## src/rtl/core/assert_macros.svh

```systemverilog
// ----------------------------------------------------------------------------
// assert_macros.svh
// Assertion macros for vlpd_decode; empty for synthesis.
// ----------------------------------------------------------------------------
`ifndef ASSERT_MACROS_SVH
`define ASSERT_MACROS_SVH

`ifndef SYNTHESIS

`define VLPD_ASSERT(lbl, clk, rst_n, prop) \
  lbl: assert property (@(posedge clk) disable iff (!rst_n) prop) \
    else $error("vlpd assertion failed");

`define VLPD_NEVER(lbl, clk, rst_n, expr) \
  lbl: assert property (@(posedge clk) disable iff (!rst_n) !(expr)) \
    else $error("vlpd forbidden condition");

`else

`define VLPD_ASSERT(lbl, clk, rst_n, prop)

`define VLPD_NEVER(lbl, clk, rst_n, expr)

`endif

`endif

```

## src/rtl/core/vlpd_pkg.sv

```systemverilog
`timescale 1ns / 1ps
// ----------------------------------------------------------------------------
// vlpd_pkg
// Types and constants of the varint length-prefix deframer.
// ----------------------------------------------------------------------------
package vlpd_pkg;

  localparam int MAX_HEADER_BYTES = 5;

  localparam int BYTE_W      = 8;
  localparam int LEN_W       = 24;
  localparam int GROUP_BITS  = 7;
  localparam int MORE_BIT    = 7;
  localparam int GROUP_LIMIT = (LEN_W + GROUP_BITS - 1) / GROUP_BITS;
  localparam int ACC_W       = GROUP_BITS * GROUP_LIMIT;
  localparam int SHIFT_W     = $clog2(ACC_W);
  localparam int GI_W        = $clog2(MAX_HEADER_BYTES + 1);

  localparam logic [BYTE_W-1:0] GROUP_MASK = 8'h7f;
  localparam logic [BYTE_W-1:0] MORE_FLAG  = 8'h80;

  localparam logic [LEN_W-1:0] MAX_LEN_RESET = 24'd65536;

  // configuration port
  localparam int CFG_DATA_W = 32;
  localparam int CFG_ADDR_W = 3;
  localparam logic CFG_IDX_MAX_LEN = 1'b0;

  typedef enum logic [2:0] {
    ST_HDR_MORE = 3'd0,
    ST_HDR_DONE = 3'd1,
    ST_EMPTY    = 3'd2,
    ST_PAYLOAD  = 3'd3,
    ST_ERROR    = 3'd4
  } status_t;

  typedef struct packed {
    logic [BYTE_W-1:0] data_byte;
    logic              link_error;
  } in_word_t;

  typedef struct packed {
    status_t           status;
    logic [BYTE_W-1:0] payload_byte;
    logic [LEN_W-1:0]  message_length;
    logic              last_of_message;
  } out_word_t;

endpackage

```

## src/rtl/core/varint_length_prefix_deframer.sv

```systemverilog
`timescale 1ns / 1ps
// ----------------------------------------------------------------------------
// varint_length_prefix_deframer
// Splits a byte stream into messages framed by base-128 varint length prefixes.
// ----------------------------------------------------------------------------
// Usage:
//   in_valid/in_data carries one stream byte and a link-error flag per word;
//   in_stall holds the sender off. out_valid/out_data returns exactly one
//   status word per input word: prefix byte, prefix done with length, empty
//   message, payload byte with last marker, or error.
//   cfg_* is an APB-style port; register 0 at byte address 0 is the maximum
//   payload length (24 bits, reset 65536). Write it only while idle.
// Path: an accepted word passes the input register, then the output register.
// Throughput: one word per cycle while out_stall is low; the only loop is the
//   frame state update between the input register and the output register.
// Reset (rst_n low, synchronous): both registers empty, frame state expects a
//   prefix, error latch cleared. Errors stay latched until the next reset.
// When out_stall is high the output word holds; the input register still
//   takes one more word, then in_stall rises until the output drains.
// ----------------------------------------------------------------------------
module varint_length_prefix_deframer (
  input  logic                             clk,
  input  logic                             rst_n,
  input  logic                             in_valid,
  output logic                             in_stall,
  input  vlpd_pkg::in_word_t               in_data,
  output logic                             out_valid,
  input  logic                             out_stall,
  output vlpd_pkg::out_word_t              out_data,
  input  logic                             cfg_psel,
  input  logic                             cfg_penable,
  input  logic                             cfg_pwrite,
  input  logic [vlpd_pkg::CFG_ADDR_W-1:0]  cfg_paddr,
  input  logic [vlpd_pkg::CFG_DATA_W-1:0]  cfg_pwdata,
  output logic [vlpd_pkg::CFG_DATA_W-1:0]  cfg_prdata,
  output logic                             cfg_pready
);

  logic                       in_valid_r, in_valid_nxt;
  vlpd_pkg::in_word_t         in_word_r, in_word_nxt;
  logic                       out_valid_r, out_valid_nxt;
  vlpd_pkg::out_word_t        out_word_r, out_word_nxt;
  logic                       advance;
  logic                       accept;
  logic                       step;
  logic [vlpd_pkg::LEN_W-1:0] max_len;
  vlpd_pkg::out_word_t        result;

  vlpd_cfg_regs u_cfg (
    .clk         (clk),
    .rst_n       (rst_n),
    .cfg_psel    (cfg_psel),
    .cfg_penable (cfg_penable),
    .cfg_pwrite  (cfg_pwrite),
    .cfg_paddr   (cfg_paddr),
    .cfg_pwdata  (cfg_pwdata),
    .cfg_prdata  (cfg_prdata),
    .cfg_pready  (cfg_pready),
    .max_len     (max_len)
  );

  vlpd_decode u_decode (
    .clk     (clk),
    .rst_n   (rst_n),
    .step    (step),
    .in_word (in_word_r),
    .max_len (max_len),
    .result  (result)
  );

  assign advance  = !out_valid_r || !out_stall;
  assign step     = in_valid_r && advance;
  assign in_stall = in_valid_r && !advance;
  assign accept   = in_valid && !in_stall;

  always_comb begin
    in_valid_nxt = in_valid_r;
    in_word_nxt  = in_word_r;
    if (accept) begin
      in_valid_nxt = 1'b1;
      in_word_nxt  = in_data;
    end else if (step) begin
      in_valid_nxt = 1'b0;
    end
  end

  always_comb begin
    out_valid_nxt = out_valid_r;
    out_word_nxt  = out_word_r;
    if (step) begin
      out_valid_nxt = 1'b1;
      out_word_nxt  = result;
    end else if (!out_stall) begin
      out_valid_nxt = 1'b0;
    end
  end

  always_ff @(posedge clk) begin
    if (!rst_n) begin
      in_valid_r  <= 1'b0;
      out_valid_r <= 1'b0;
    end else begin
      in_valid_r  <= in_valid_nxt;
      out_valid_r <= out_valid_nxt;
    end
  end

  always_ff @(posedge clk) begin
    in_word_r  <= in_word_nxt;
    out_word_r <= out_word_nxt;
  end

  assign out_valid = out_valid_r;
  assign out_data  = out_word_r;

endmodule

```

## src/rtl/core/vlpd_cfg_regs.sv

```systemverilog
`timescale 1ns / 1ps
// ----------------------------------------------------------------------------
// vlpd_cfg_regs
// APB-style register file holding the maximum message length.
// ----------------------------------------------------------------------------
module vlpd_cfg_regs (
  input  logic                             clk,
  input  logic                             rst_n,
  input  logic                             cfg_psel,
  input  logic                             cfg_penable,
  input  logic                             cfg_pwrite,
  input  logic [vlpd_pkg::CFG_ADDR_W-1:0]  cfg_paddr,
  input  logic [vlpd_pkg::CFG_DATA_W-1:0]  cfg_pwdata,
  output logic [vlpd_pkg::CFG_DATA_W-1:0]  cfg_prdata,
  output logic                             cfg_pready,
  output logic [vlpd_pkg::LEN_W-1:0]       max_len
);

  logic [vlpd_pkg::LEN_W-1:0] max_len_r;
  logic [vlpd_pkg::LEN_W-1:0] max_len_nxt;
  logic                       wr_en;
  logic                       reg_idx;

  assign cfg_pready = 1'b1;
  assign reg_idx    = cfg_paddr[2];
  assign wr_en      = cfg_psel & cfg_penable & cfg_pwrite & cfg_pready;

  always_comb begin
    max_len_nxt = max_len_r;
    if (wr_en && (reg_idx == vlpd_pkg::CFG_IDX_MAX_LEN)) begin
      max_len_nxt = cfg_pwdata[vlpd_pkg::LEN_W-1:0];
    end
  end

  always_comb begin
    unique case (reg_idx)
      vlpd_pkg::CFG_IDX_MAX_LEN:
        cfg_prdata = vlpd_pkg::CFG_DATA_W'(max_len_r);
      default: cfg_prdata = '0;
    endcase
  end

  always_ff @(posedge clk) begin
    if (!rst_n) begin
      max_len_r <= vlpd_pkg::MAX_LEN_RESET;
    end else begin
      max_len_r <= max_len_nxt;
    end
  end

  assign max_len = max_len_r;

endmodule

```

## src/rtl/core/vlpd_decode.sv

```systemverilog
`timescale 1ns / 1ps
// ----------------------------------------------------------------------------
// vlpd_decode
// Per-byte frame state update: prefix accumulation, payload count, error latch.
// ----------------------------------------------------------------------------
`include "assert_macros.svh"

module vlpd_decode (
  input  logic                       clk,
  input  logic                       rst_n,
  input  logic                       step,
  input  vlpd_pkg::in_word_t         in_word,
  input  logic [vlpd_pkg::LEN_W-1:0] max_len,
  output vlpd_pkg::out_word_t        result
);

  logic                          in_header_r, in_header_nxt;
  logic [vlpd_pkg::GI_W-1:0]     group_idx_r, group_idx_nxt;
  logic [vlpd_pkg::LEN_W-1:0]    accum_r, accum_nxt;
  logic [vlpd_pkg::LEN_W-1:0]    remain_r, remain_nxt;
  logic                          err_r, err_nxt;

  logic [vlpd_pkg::GROUP_BITS-1:0] grp;
  logic                            more;
  logic                            shift_ok;
  logic [vlpd_pkg::SHIFT_W-1:0]    shift_amt;
  logic [vlpd_pkg::ACC_W-1:0]      shifted;
  logic [vlpd_pkg::ACC_W-1:0]      acc_wide;
  logic [vlpd_pkg::LEN_W-1:0]      remain_dec;

  assign grp       = vlpd_pkg::GROUP_BITS'(in_word.data_byte & vlpd_pkg::GROUP_MASK);
  assign more      = (in_word.data_byte & vlpd_pkg::MORE_FLAG) != '0;
  assign shift_ok  = group_idx_r < vlpd_pkg::GI_W'(vlpd_pkg::GROUP_LIMIT);
  assign shift_amt = vlpd_pkg::SHIFT_W'(group_idx_r) *
                     vlpd_pkg::SHIFT_W'(vlpd_pkg::GROUP_BITS);
  assign shifted   = shift_ok ? (vlpd_pkg::ACC_W'(grp) << shift_amt) : '0;
  assign acc_wide  = vlpd_pkg::ACC_W'(accum_r) | shifted;
  assign remain_dec = (remain_r == '0) ? '0 : remain_r - 1'b1;

  always_comb begin
    in_header_nxt = in_header_r;
    group_idx_nxt = group_idx_r;
    accum_nxt     = accum_r;
    remain_nxt    = remain_r;
    err_nxt       = err_r;
    result        = '0;
    result.status = vlpd_pkg::ST_ERROR;
    if (step) begin
      if (err_r) begin
        result.status = vlpd_pkg::ST_ERROR;
      end else if (in_word.link_error) begin
        err_nxt = 1'b1;
      end else if (in_header_r) begin
        if (group_idx_r >= vlpd_pkg::GI_W'(vlpd_pkg::MAX_HEADER_BYTES)) begin
          err_nxt = 1'b1;
        end else if ((grp != '0) && !shift_ok) begin
          err_nxt = 1'b1;
        end else if (acc_wide > vlpd_pkg::ACC_W'(max_len)) begin
          err_nxt = 1'b1;
        end else if (more) begin
          group_idx_nxt = group_idx_r + 1'b1;
          accum_nxt     = acc_wide[vlpd_pkg::LEN_W-1:0];
          result.status = vlpd_pkg::ST_HDR_MORE;
        end else begin
          group_idx_nxt = '0;
          accum_nxt     = '0;
          if (acc_wide != '0) begin
            remain_nxt            = acc_wide[vlpd_pkg::LEN_W-1:0];
            in_header_nxt         = 1'b0;
            result.status         = vlpd_pkg::ST_HDR_DONE;
            result.message_length = acc_wide[vlpd_pkg::LEN_W-1:0];
          end else begin
            result.status = vlpd_pkg::ST_EMPTY;
          end
        end
      end else begin
        remain_nxt          = remain_dec;
        result.status       = vlpd_pkg::ST_PAYLOAD;
        result.payload_byte = in_word.data_byte;
        if (remain_dec == '0) begin
          in_header_nxt          = 1'b1;
          result.last_of_message = 1'b1;
        end
      end
    end
  end

  always_ff @(posedge clk) begin
    if (!rst_n) begin
      in_header_r <= 1'b1;
      group_idx_r <= '0;
      accum_r     <= '0;
      remain_r    <= '0;
      err_r       <= 1'b0;
    end else begin
      in_header_r <= in_header_nxt;
      group_idx_r <= group_idx_nxt;
      accum_r     <= accum_nxt;
      remain_r    <= remain_nxt;
      err_r       <= err_nxt;
    end
  end

  `VLPD_ASSERT(a_err_sticky, clk, rst_n, err_r |=> err_r)
  `VLPD_NEVER(a_payload_count, clk, rst_n, !in_header_r && (remain_r == '0))
  `VLPD_NEVER(a_group_range, clk, rst_n,
    group_idx_r > vlpd_pkg::GI_W'(vlpd_pkg::MAX_HEADER_BYTES))
  `VLPD_ASSERT(a_err_sets_latch, clk, rst_n,
    (step && (result.status == vlpd_pkg::ST_ERROR)) |=> err_r)

endmodule

```

## config.mk

```make
export PLATFORM = sky130hd
export DESIGN_NAME = varint_length_prefix_deframer
export DESIGN_NICKNAME = d
export VERILOG_FILES = /design/src/rtl/core/vlpd_pkg.sv /design/src/rtl/core/varint_length_prefix_deframer.sv /design/src/rtl/core/vlpd_cfg_regs.sv /design/src/rtl/core/vlpd_decode.sv
export VERILOG_INCLUDE_DIRS = /design/src /design/src/rtl/core
export SDC_FILE = /design/constraint.sdc
export NUM_CORES = 1
export LEC_CHECK = 0
export ABC_AREA = 1
export BUFFER_PORTS_ARGS = -buffer_cell sky130_fd_sc_hd__buf_4
export CAP_MARGIN = 20
export CORE_MARGIN = 10
export CORE_UTILIZATION = 50
export DETAILED_ROUTE_END_ITERATION = 6
export PLACE_DENSITY = 0.72
export SKIP_CTS_REPAIR_TIMING = 1
export SLEW_MARGIN = 0
export SYNTH_ARGS = -nofsm -noshare
export SYNTH_HDL_FRONTEND = slang
export SYNTH_SLANG_ARGS = --single-unit
```

## constraint.sdc

```tcl
create_clock -name clk -period 5.1 [get_ports clk]
set_input_delay 0.255 -clock clk [delete_from_list [all_inputs] [get_ports clk]]
set_output_delay 0.255 -clock clk [all_outputs]
set_load 0.05 [all_outputs]
```

==> flow_metrics.env, run 1 <==
export IMPL_drc=0
export IMPL_grt_pass1_vias=6390
export IMPL_timing_final_crit_share_pct=90.7
export IMPL_track_usage_pct=20.4
export IMPL_n_antenna_cell=0
export IMPL_cts_tree="done"
export IMPL_cts_sinks=124
export IMPL_place_hpwl_um=15100
export IMPL_worstPathCellList="fa_1, ha_1, inv_1, fa_1, buf_4, nand3_1, o211ai_1, nand2_1, ha_1, a21oi_1, nor2_1, nor3_1, nand3_1, nand2_1, nand3_1, nand2_1, nand2_2, nor3_4, nand3_2, buf_4, nor2_1"
export IMPL_drtAntennaViolNets=0
export IMPL_wl_um=20600
export IMPL_layout_cells_non_filler=1343
export IMPL_ys_types=39
export IMPL_fin_setup_tns_ps=0
export IMPL_clock_latency_ps=420
export IMPL_avgSynthCellArea_um2=6.94
export IMPL_seq_area_frac_synth_pct=40.3
export IMPL_cts_root_buf="clkbuf_16"
export IMPL_max_stage_delay_ps=610
export IMPL_ys_ff_latch=124
export IMPL_cap_violations=0
export IMPL_ys_warn_count=0
export IMPL_fin_crit_ps=4620
export IMPL_clk_pin_slew_worst_paths_ps=60
export IMPL_synth_cells=1049
export IMPL_final_cell_mix="225 x nand2_1, 198 x nor2_1, 118 x inv_1, 118 x buf_4, 92 x nand3_1"
export IMPL_dp_cells=1310
export IMPL_finalSetupViolations=0
export IMPL_crit_path_end_kind="register"
export IMPL_timing_fmax_mhz=216
export IMPL_area_growth_pct=21.3
export IMPL_htreeDepth=4
export IMPL_crit_fanout=19
export IMPL_slew_headroom_pct=55.9
export IMPL_slew_violations=0
export IMPL_cp_arrival_ps=4850
export IMPL_synth_top_area_share_pct=21.7
export IMPL_cts_made_buffers=17
export IMPL_io_pins=122
export IMPL_portBuffers=102
export IMPL_vias=6968
export IMPL_fp_coreArea_um2=14400
export IMPL_floorplan_initialDensity_pct=50.5
export IMPL_dr_pass1_iters=7
export IMPL_first_iter_violations=707
export IMPL_wl_per_cell_um=15.3
export IMPL_num_rows=44
export IMPL_rsz0062_at_grt="false"
export IMPL_dieWidth_um=141
export IMPL_grt_ovfl_total=0
export IMPL_nNetsFinal=1229
export IMPL_stdcell_area_um2=8840
export IMPL_drive_gt1_share_pct=14.9
export IMPL_fp_dieArea_um2=19800
export IMPL_cp_start_kind="register"
export IMPL_worstHoldPathType="primary input to register"
export IMPL_p_leak_nw=4.26
export IMPL_placed_area_um2=8200
export IMPL_hold_violations=0
export IMPL_finClkSkew_ps=6.37
export IMPL_slowest_stage="fa_1"
export IMPL_clk_path_buf_depth=2
export IMPL_grt_antenna_before_repair=0
export IMPL_worst_setup_path_type="register to register"
export IMPL_synth_area_top_cells="dfxtp_1 22%, edfxtp_1 19%, nand2_1 12%, nor2_1 10%, nand3_1 6.3%"
export IMPL_grt_max_degree=54
export IMPL_syn_area_um2=7280
export IMPL_worstMarginPinSlew_ps=660
export IMPL_ir_drop_mv=0.245
export IMPL_gp_congestion=0.927
export IMPL_yosysTopAreaCell="dfxtp_1"
export IMPL_grt_pass1_wl_um=33100
export IMPL_worstPathRequired_ps=5330
export IMPL_status="finished, final reports clean"
export IMPL_die_h_um=141
export IMPL_powerDensity_nw_per_um2=357
export IMPL_layout_commonest_cell="nand2_1"
export IMPL_viasPerCell=5.19
[flip-flops by register name, summed over array words and instances, names as in the netlist]
signal / count
out_data: 36
u_cfg.max_len: 24
out_valid: 1
u_decode.group_idx_r: 3
u_decode.in_header_r: 1
u_decode.err_r: 1
in_valid_r: 1
u_decode.remain_r: 24
u_decode.accum_r: 24
in_word_r: 9
[synth_stat cells]
cell,n
dfxtp_1,79
xor2_1,7
nor3_4,1
clkinv_1,2
a211oi_1,1
edfxtp_1,45
nand3_1,92
and3_1,1
ha_1,30
conb_1,2
inv_4,1
nand2_4,1
and2_1,2
or2_2,4
fa_1,2
o31ai_1,1
buf_6,2
inv_2,3
inv_1,118
nand2_2,4
buf_1,2
nand4_1,15
o211ai_1,2
nand2_1,225
o21ai_0,58
clkbuf_1,20
a21oi_1,85
nor2_1,199
o41ai_1,1
buf_2,11
clkinv_2,1
nand3_2,3
o21ai_4,1
xnor2_1,1
nor3_1,7
a31oi_1,2
buf_4,15
nor2_2,2
a31o_2,1
[metal layers]
layer | vias up | part of all wire, % | global-route usage (%)
met2 | 249 | 44 | 30.8
met5 | - | 0 | 0
met1 | 3116 | 46 | 27.6
li1 | 3571 | - | -
met4 | 0 | 2.2 | 7.12
met3 | 32 | 7.4 | 5.44
[cell families (layout without fill, tap and decap cells)]
family	after synthesis	after routing	share of synthesized area, %
buffers and inverters	175	278	10.2
xor gates and xnor gates	8	8	0.962
adders and majority gates	32	32	5.70
DFF	124	124	40.3
and+or+nand+nor	556	556	31.9
AOI/OAI and AO/OA	152	152	10.9
other	2	9	0.103
[layout make-up]
type | instances | area (µm²)
well taps | 184 | 230
fillers | 1367 | 5590
flip-flops and latches | 124 | 2930
repair buffers | 121 | 946
clock inverters | 13 | 173
clock buffers | 19 | 443
inverters | 125 | 473
multi-input cells | 757 | 3640
[critical path: cells and delay by family, from the launching register on]
| family | cells | cell delay (ps) |
|---|---|---|
| AOI/OAI and AO/OA | 2 | 310 |
| adders and majority gates | 4 | 1620 |
| buffers and inverters | 3 | 520 |
| DFF | 1 | 350 |
| and+or+nand+nor | 12 | 1630 |
[where the power goes]
part	leakage (nW)	switching [mW]	internal, mW	total, mW
clock network	0.302	0.445	0.824	1.27
logic	2.89	0.545	0.247	0.792
registers	1.07	0.0243	1.07	1.09
total	4.26	1.01	2.14	3.16
[per-stage QoR]
| stage | hold WS, ps | utilization (%) | total power, mW | setup WS (ps) |
|---|---|---|---|---|
| after floorplan | 354 | - | 1.69 | 1110 |
| after global placement | 434 | 56.9 | 1.89 | 568 |
| after detailed placement | 435 | 56.9 | 1.90 | 593 |
| after CTS | 1.09 | 61.1 | 3.16 | 525 |
| after global routing | 3.03 | 61.3 | 3.31 | 143 |
| final | 11.9 | 61.3 | 3.16 | 476 |
[path summary, 6_finish.rpt]
path / cells past startpoint / startpoint / slack (ps) / endpoint
worst min-delay path: 1 / in_data[5] / 10 / in_word_r[5]
worst max register to register: 21 / u_decode.group_idx_r[1] / 480 / out_data[8]
worst max-delay path: 21 / u_decode.group_idx_r[1] / 480 / out_data[8]
worst min register to register: 2 / u_decode.accum_r[10] / 460 / u_decode.accum_r[10]
(Power assumes the default switching activity.)
==> run 2: changes to the inputs <==
--- a/config.mk
+++ b/config.mk
@@ -6,12 +6,13 @@
 export SDC_FILE = /design/constraint.sdc
 export NUM_CORES = 1
 export LEC_CHECK = 0
-export ABC_AREA = 1
 export BUFFER_PORTS_ARGS = -buffer_cell sky130_fd_sc_hd__buf_4
 export CAP_MARGIN = 20
 export CORE_MARGIN = 10
 export CORE_UTILIZATION = 50
+export CTS_BUF_LIST = sky130_fd_sc_hd__clkbuf_2
 export DETAILED_ROUTE_END_ITERATION = 6
+export MAX_ROUTING_LAYER = met4
 export PLACE_DENSITY = 0.72
 export SKIP_CTS_REPAIR_TIMING = 1
 export SLEW_MARGIN = 0
==> flow_metrics.env, run 2 <==
export IMPL_portBuffers=102
export IMPL_min_path_cells=2
export IMPL_largest_register_ff_count=36
export IMPL_final_setup_worst_slack_ps=67.6
export IMPL_cts_root_buf="clkbuf_2"
export IMPL_first_iter_violations=811
export IMPL_synth_cells=848
export IMPL_layout_commonest_cell="buf_4"
export IMPL_grt_pass1_vias=6452
export IMPL_ys_ff_latch=124
export IMPL_num_rows=44
export IMPL_reg2reg_to="out_data[2]"
export IMPL_worstMarginPinSlew_ps=974
export IMPL_synthFlopType="dfxtp_1"
export IMPL_grt_antenna_before_repair=2
export IMPL_status="finished, final reports clean"
export IMPL_cap_violations=0
export IMPL_synth_area_top_cells="dfxtp_1 22%, edfxtp_1 18%, nand2_1 5.2%, ha_1 5.1%, nor2_1 5.1%"
export IMPL_slew_headroom_pct=34.7
export IMPL_r2r_cells=22
export IMPL_dieWidth_um=141
export IMPL_power_mw=2.33
export IMPL_grt_ovfl_total=0
export IMPL_cts_tree="done"
export IMPL_ir_drop_mv=0.147
export IMPL_die_h_um=141
export IMPL_grt_max_degree=51
export IMPL_cts_sinks=124
export IMPL_holdPathEnd="in_word_r[2]"
export IMPL_ys_types=84
export IMPL_drc=0
export IMPL_worstPathRequired_ps=5690
export IMPL_fin_util_pct=65.5
export IMPL_final_cell_mix="147 x buf_4, 101 x nand2_1, 94 x nor2_1"
export IMPL_synth_edf_count=45
export IMPL_wl_um=23400
export IMPL_grt_pass1_wl_um=34300
export IMPL_clock_latency_ps=730
export IMPL_powerDensity_nw_per_um2=247
export IMPL_drive_gt1_share_pct=27.2
export IMPL_cp_start_kind="register"
export IMPL_synthArstFlopShare_pct=0
export IMPL_fp_coreArea_um2=14400
export IMPL_p_leak_nw=4.01
export IMPL_dp_slack_ps=1.07
export IMPL_hold_violations=0
export IMPL_drtAntennaViolNets=0
export IMPL_wl_per_cell_um=19.3
export IMPL_rrSetupSlack_ps=70
export IMPL_synth_compound_area_share_pct=17.3
export IMPL_regArea_um2=2940
export IMPL_viasPerCell=5.83
export IMPL_vias=7070
export IMPL_cp_startpoint="u_decode.group_idx_r[2]"
export IMPL_synth_commonest_cells="101 x nand2_1, 99 x nor2_1, 79 x dfxtp_1, 68 x a21oi_1, 47 x inv_1"
export IMPL_layout_cells_non_filler=1212
export IMPL_avgSynthCellArea_um2=8.62
export IMPL_area_growth_pct=29.2
export IMPL_clk_path_buf_depth=2
export IMPL_multi_input_area_um2=4210
export IMPL_dr_pass1_iters=5
export IMPL_seq_area_frac_synth_pct=40.1
export IMPL_htreeDepth=4
export IMPL_nNetsFinal=1096
export IMPL_fin_crit_ps=5030
export IMPL_synth_top_family_by_area="simple AND/OR/NAND/NOR gates"
export IMPL_synth_simple_area_share_pct=24.7
export IMPL_cp_arrival_ps=5620
export IMPL_syn_area_um2=7310
export IMPL_timing_fmax_mhz=199
export IMPL_io_pins=122
export IMPL_yosysTopAreaCell="dfxtp_1"
export IMPL_fillers=1251
export IMPL_track_usage_pct=21.9
export IMPL_fp_dieArea_um2=19900
export IMPL_hp_start="in_data[2]"
export IMPL_r2r_start="u_decode.group_idx_r[2]"
export IMPL_timing_final_crit_share_pct=98.7
export IMPL_ys_warn_count=0
export IMPL_worst_setup_path_type="register to register"
export IMPL_synth_most_common_cell="nand2_1"
export IMPL_worstHoldPathType="primary input to register"
export IMPL_finClkSkew_ps=25.6
export IMPL_synth_xor_area_share_pct=1.68
export IMPL_synthMuxAreaShare_pct=3.90
export IMPL_slew_violations=0
export IMPL_clk_pin_slew_worst_paths_ps=170
export IMPL_gp_congestion=1.02
export IMPL_crit_fanout=8
export IMPL_place_hpwl_um=16200
export IMPL_cts_made_buffers=17
export IMPL_synth_top_area_share_pct=21.6
export IMPL_synth_fa_ha_area_share_pct=5.68
export IMPL_finalSetupViolations=0
export IMPL_dp_cells=1132
export IMPL_floorplan_initialDensity_pct=50.7
export IMPL_crit_path_end_kind="register"
-- run 2: cell types whose count changed in the layout (fill, tap and decap cells not counted), moves of 38 or more --
cell / before / now
nor2_1: 198 / 94
inv_1: 118 / 45
nand3_1: 92 / 12
dlygate4sd3_1: 0 / 38
nand2_1: 225 / 101
o21ai_0: 58 / 18
-- run 2: critical path, stage by stage (launching register included) --
cell and delay [ps]:
dfxtp_2 370, fa_1 550, ha_2 180, inv_2 40, fa_2 600, buf_4 130
nand2b_1 90, nor2_2 200, buf_4 180, a31oi_2 140, inv_1 190, ha_1 280
nand4_1 180, nor2_1 90, a221oi_2 300, o21ai_1 130, a22oi_2 150, buf_4 160
nand3_4 80, nand2b_4 150, or3_4 420, buf_12 180, nor2b_4 110
-- run 2: cell families after synthesis --
family / count (synthesis)
and+or+nand+nor: 357
DFF: 124
AOI/OAI and AO/OA: 190
muxes: 26
xor gates and xnor gates: 14
buffers and inverters: 103
adders and majority gates: 32
other: 2
-- run 2: final cells by class --
cell class              count  share of cell area, %
clock buffers              21                   1.11
multi-input cells         628                   44.6
flip-flops and latches    124                   31.1
clock inverters            11                   1.34
diodes                      2                 0.0530
inverters                  48                   1.91
repair buffers            194                   17.5
well taps                 184                   2.44
-- run 2: metrics by stage --
stage	setup TNS, ps	hold WS [ps]	area [µm²]
2_1_floorplan	0	354	7340
3_3_place_gp	0	434	8430
3_5_place_dp	0	435	8430
4_1_cts	-250	-345	8660
5_1_grt	-2850	207	9440
6_report	0	256	9440
-- run 2: worst max-delay path by stage --
stage,endpoint,slack [ps],cells past startpoint
floorplan,out_data[20],150,21
global placement,u_decode.remain_r[21],20,20
detailed placement,u_decode.remain_r[1],1,20
CTS,u_decode.remain_r[17],-40,20
global route,u_decode.remain_r[10],-130,22
finish,out_data[2],70,22
-- run 2: report_power, final --
group	internal [mW]	switching (mW)	total (mW)	leakage (nW)
sequential	1.06	0.0258	1.08	1.07
combinational	0.239	0.374	0.614	2.79
clock	0.272	0.366	0.638	0.145
-- run 2: metal layers --
metal,share of wire (%),track usage [%],vias up
met2,48,33.0,322
met4,2.9,8.26,0
met5,0,-,-
met3,7.0,4.13,57
met1,42,28.7,3357
li1,-,-,3334
==> run 3: changes to the inputs <==
--- a/config.mk
+++ b/config.mk
@@ -6,6 +6,7 @@
 export SDC_FILE = /design/constraint.sdc
 export NUM_CORES = 1
 export LEC_CHECK = 0
+export ABC_AREA = 1
 export BUFFER_PORTS_ARGS = -buffer_cell sky130_fd_sc_hd__buf_4
 export CAP_MARGIN = 20
 export CORE_MARGIN = 10
==> flow_metrics.env, run 3 (synthesis gave the netlist of run 1 again) <==
export IMPL_status="finished, final reports clean"
export IMPL_whs_ps=114
export IMPL_io_pins=122
export IMPL_cts_tree="done"
export IMPL_dr_pass1_iters=5
export IMPL_worstHoldPathType="primary input to register"
export IMPL_crit_fanout=14
export IMPL_grt_max_degree=54
export IMPL_fin_setup_tns_ps=0
export IMPL_gp_congestion=0.942
export IMPL_crit_path_end_kind="register"
export IMPL_worstMarginPinSlew_ps=660
export IMPL_fillers=1337
export IMPL_clk_pin_slew_worst_paths_ps=190
export IMPL_max_stage_delay_ps=610
export IMPL_worstPathCellList="fa_1, ha_1, inv_1, fa_1, inv_1, nand3_1, inv_1, nand3_1, nand2_1, nor2_1, inv_1, ha_1, nand2_1, nor2_1, nand4_1, nor2_1, nand3_1, nand2_1, nand2_2, nor3_4, nand3_2, buf_4, nor2_1"
export IMPL_slew_violations=0
export IMPL_final_setup_worst_slack_ps=348
export IMPL_cp_start_kind="register"
export IMPL_cp_buffers_inverters=5
export IMPL_finalSetupViolations=0
export IMPL_slowest_stage="fa_1"
export IMPL_final_cell_mix="225 x nand2_1, 198 x nor2_1, 118 x inv_1"
export IMPL_area_growth_pct=21.6
export IMPL_num_rows=44
export IMPL_grt_pass1_vias=6400
export IMPL_viasPerCell=5.22
export IMPL_hold_violations=0
export IMPL_cp_startpoint="u_decode.group_idx_r[0]"
export IMPL_fp_coreArea_um2=14400
export IMPL_nNetsFinal=1268
export IMPL_wl_um=21200
export IMPL_worst_setup_path_type="register to register"
export IMPL_slew_headroom_pct=55.9
export IMPL_hp_start="cfg_penable"
export IMPL_finClkSkew_ps=24.5
export IMPL_cts_root_buf="clkbuf_2"
export IMPL_rsz0062_at_grt="false"
export IMPL_largest_register_ff_count=36
export IMPL_htreeDepth=4
export IMPL_clock_latency_ps=730
export IMPL_fp_dieArea_um2=19800
export IMPL_vias=7222
export IMPL_dp_slack_ps=477
export IMPL_layout_commonest_cell="nand2_1"
export IMPL_dieWidth_um=141
export IMPL_portBuffers=102
export IMPL_fin_crit_ps=4750
export IMPL_p_leak_nw=4.25
export IMPL_min_path_cells=4
export IMPL_grt_ovfl_total=0
export IMPL_timing_final_crit_share_pct=93.2
export IMPL_worstPathRequired_ps=5650
export IMPL_cap_violations=0
export IMPL_grt_antenna_before_repair=1
export IMPL_cts_made_buffers=17
export IMPL_grt_pass1_wl_um=32300
export IMPL_fin_util_pct=61.4
export IMPL_cp_depth=23
export IMPL_wl_per_cell_um=15.3
export IMPL_drc=0
export IMPL_cp_arrival_ps=5300
export IMPL_r2r_cells=23
export IMPL_r2r_start="u_decode.group_idx_r[0]"
export IMPL_track_usage_pct=20.6
export IMPL_power_mw=2.54
export IMPL_timing_fmax_mhz=210
export IMPL_ir_drop_mv=0.178
export IMPL_cp_top_family="simple AND/OR/NAND/NOR gates"
export IMPL_first_iter_violations=599
export IMPL_floorplan_initialDensity_pct=50.5
export IMPL_clk_path_buf_depth=2
export IMPL_drive_gt1_share_pct=14.3
export IMPL_drtAntennaViolNets=0
export IMPL_powerDensity_nw_per_um2=287
export IMPL_die_h_um=141
export IMPL_cts_sinks=124
export IMPL_place_hpwl_um=15100
run 3: changes by cell type in the layout (fill, tap and decap cells not counted), sizes merged, moves of 12 or more:
| cell | before | now |
|---|---|---|
| a211oi | 15 | 1 |
| a21oi | 69 | 85 |
| a31oi | 14 | 2 |
| buf | 154 | 120 |
| inv | 48 | 126 |
| mux2i | 18 | 0 |
| nand2 | 101 | 230 |
| nand3 | 14 | 95 |
| nor2 | 107 | 201 |
| nor2b | 26 | 0 |
| nor3 | 22 | 8 |
| nor4 | 13 | 0 |
| o21ai | 21 | 59 |
run 3: cell type report:
| type | instances | area, µm² | area share [%] |
|---|---|---|---|
| Timing Repair Buffer | 160 | 1350 | 15.2 |
| Tap cell | 184 | 230 | 2.60 |
| Inverter | 125 | 473 | 5.34 |
| Multi-Input combinational cell | 757 | 3640 | 41.1 |
| Clock buffer | 17 | 85.1 | 0.961 |
| Antenna cell | 1 | 2.50 | 0.0283 |
| Clock inverter | 15 | 145 | 1.64 |
| Sequential cell | 124 | 2930 | 33.1 |
run 3: tightest hold or removal path, cell delays in order:
cell	delay, ps
buf_4	100
and3_1	190
clkinv_1	170
a21oi_1	90
run 3: final timing paths:
check        slack [ps]                    to
max                 350           out_data[8]
min                 110     u_cfg.max_len[22]
max reg2reg         350           out_data[8]
min reg2reg         480  u_decode.accum_r[10]
run 3: power breakdown:
group,internal (mW),switching (mW)
sequential,1.07,0.0244
clock,0.223,0.403
combinational,0.266,0.552
run 3: per-layer routing:
layer	global-route usage [%]	share of wire [%]	vias to the layer above
li1	-	-	3642
met1	26.9	46	3304
met2	30.6	46	237
met3	4.97	6.5	39
met4	7.17	2.1	0
met5	-	0	-
run 3: per-stage QoR:
stage          instances  instance area [µm²]
5_1_grt             1383                 8850
4_1_cts             1341                 8420
3_5_place_dp        1309                 8190
3_3_place_gp        1309                 8190
2_1_floorplan       1056                 7310
6_report            1383                 8850
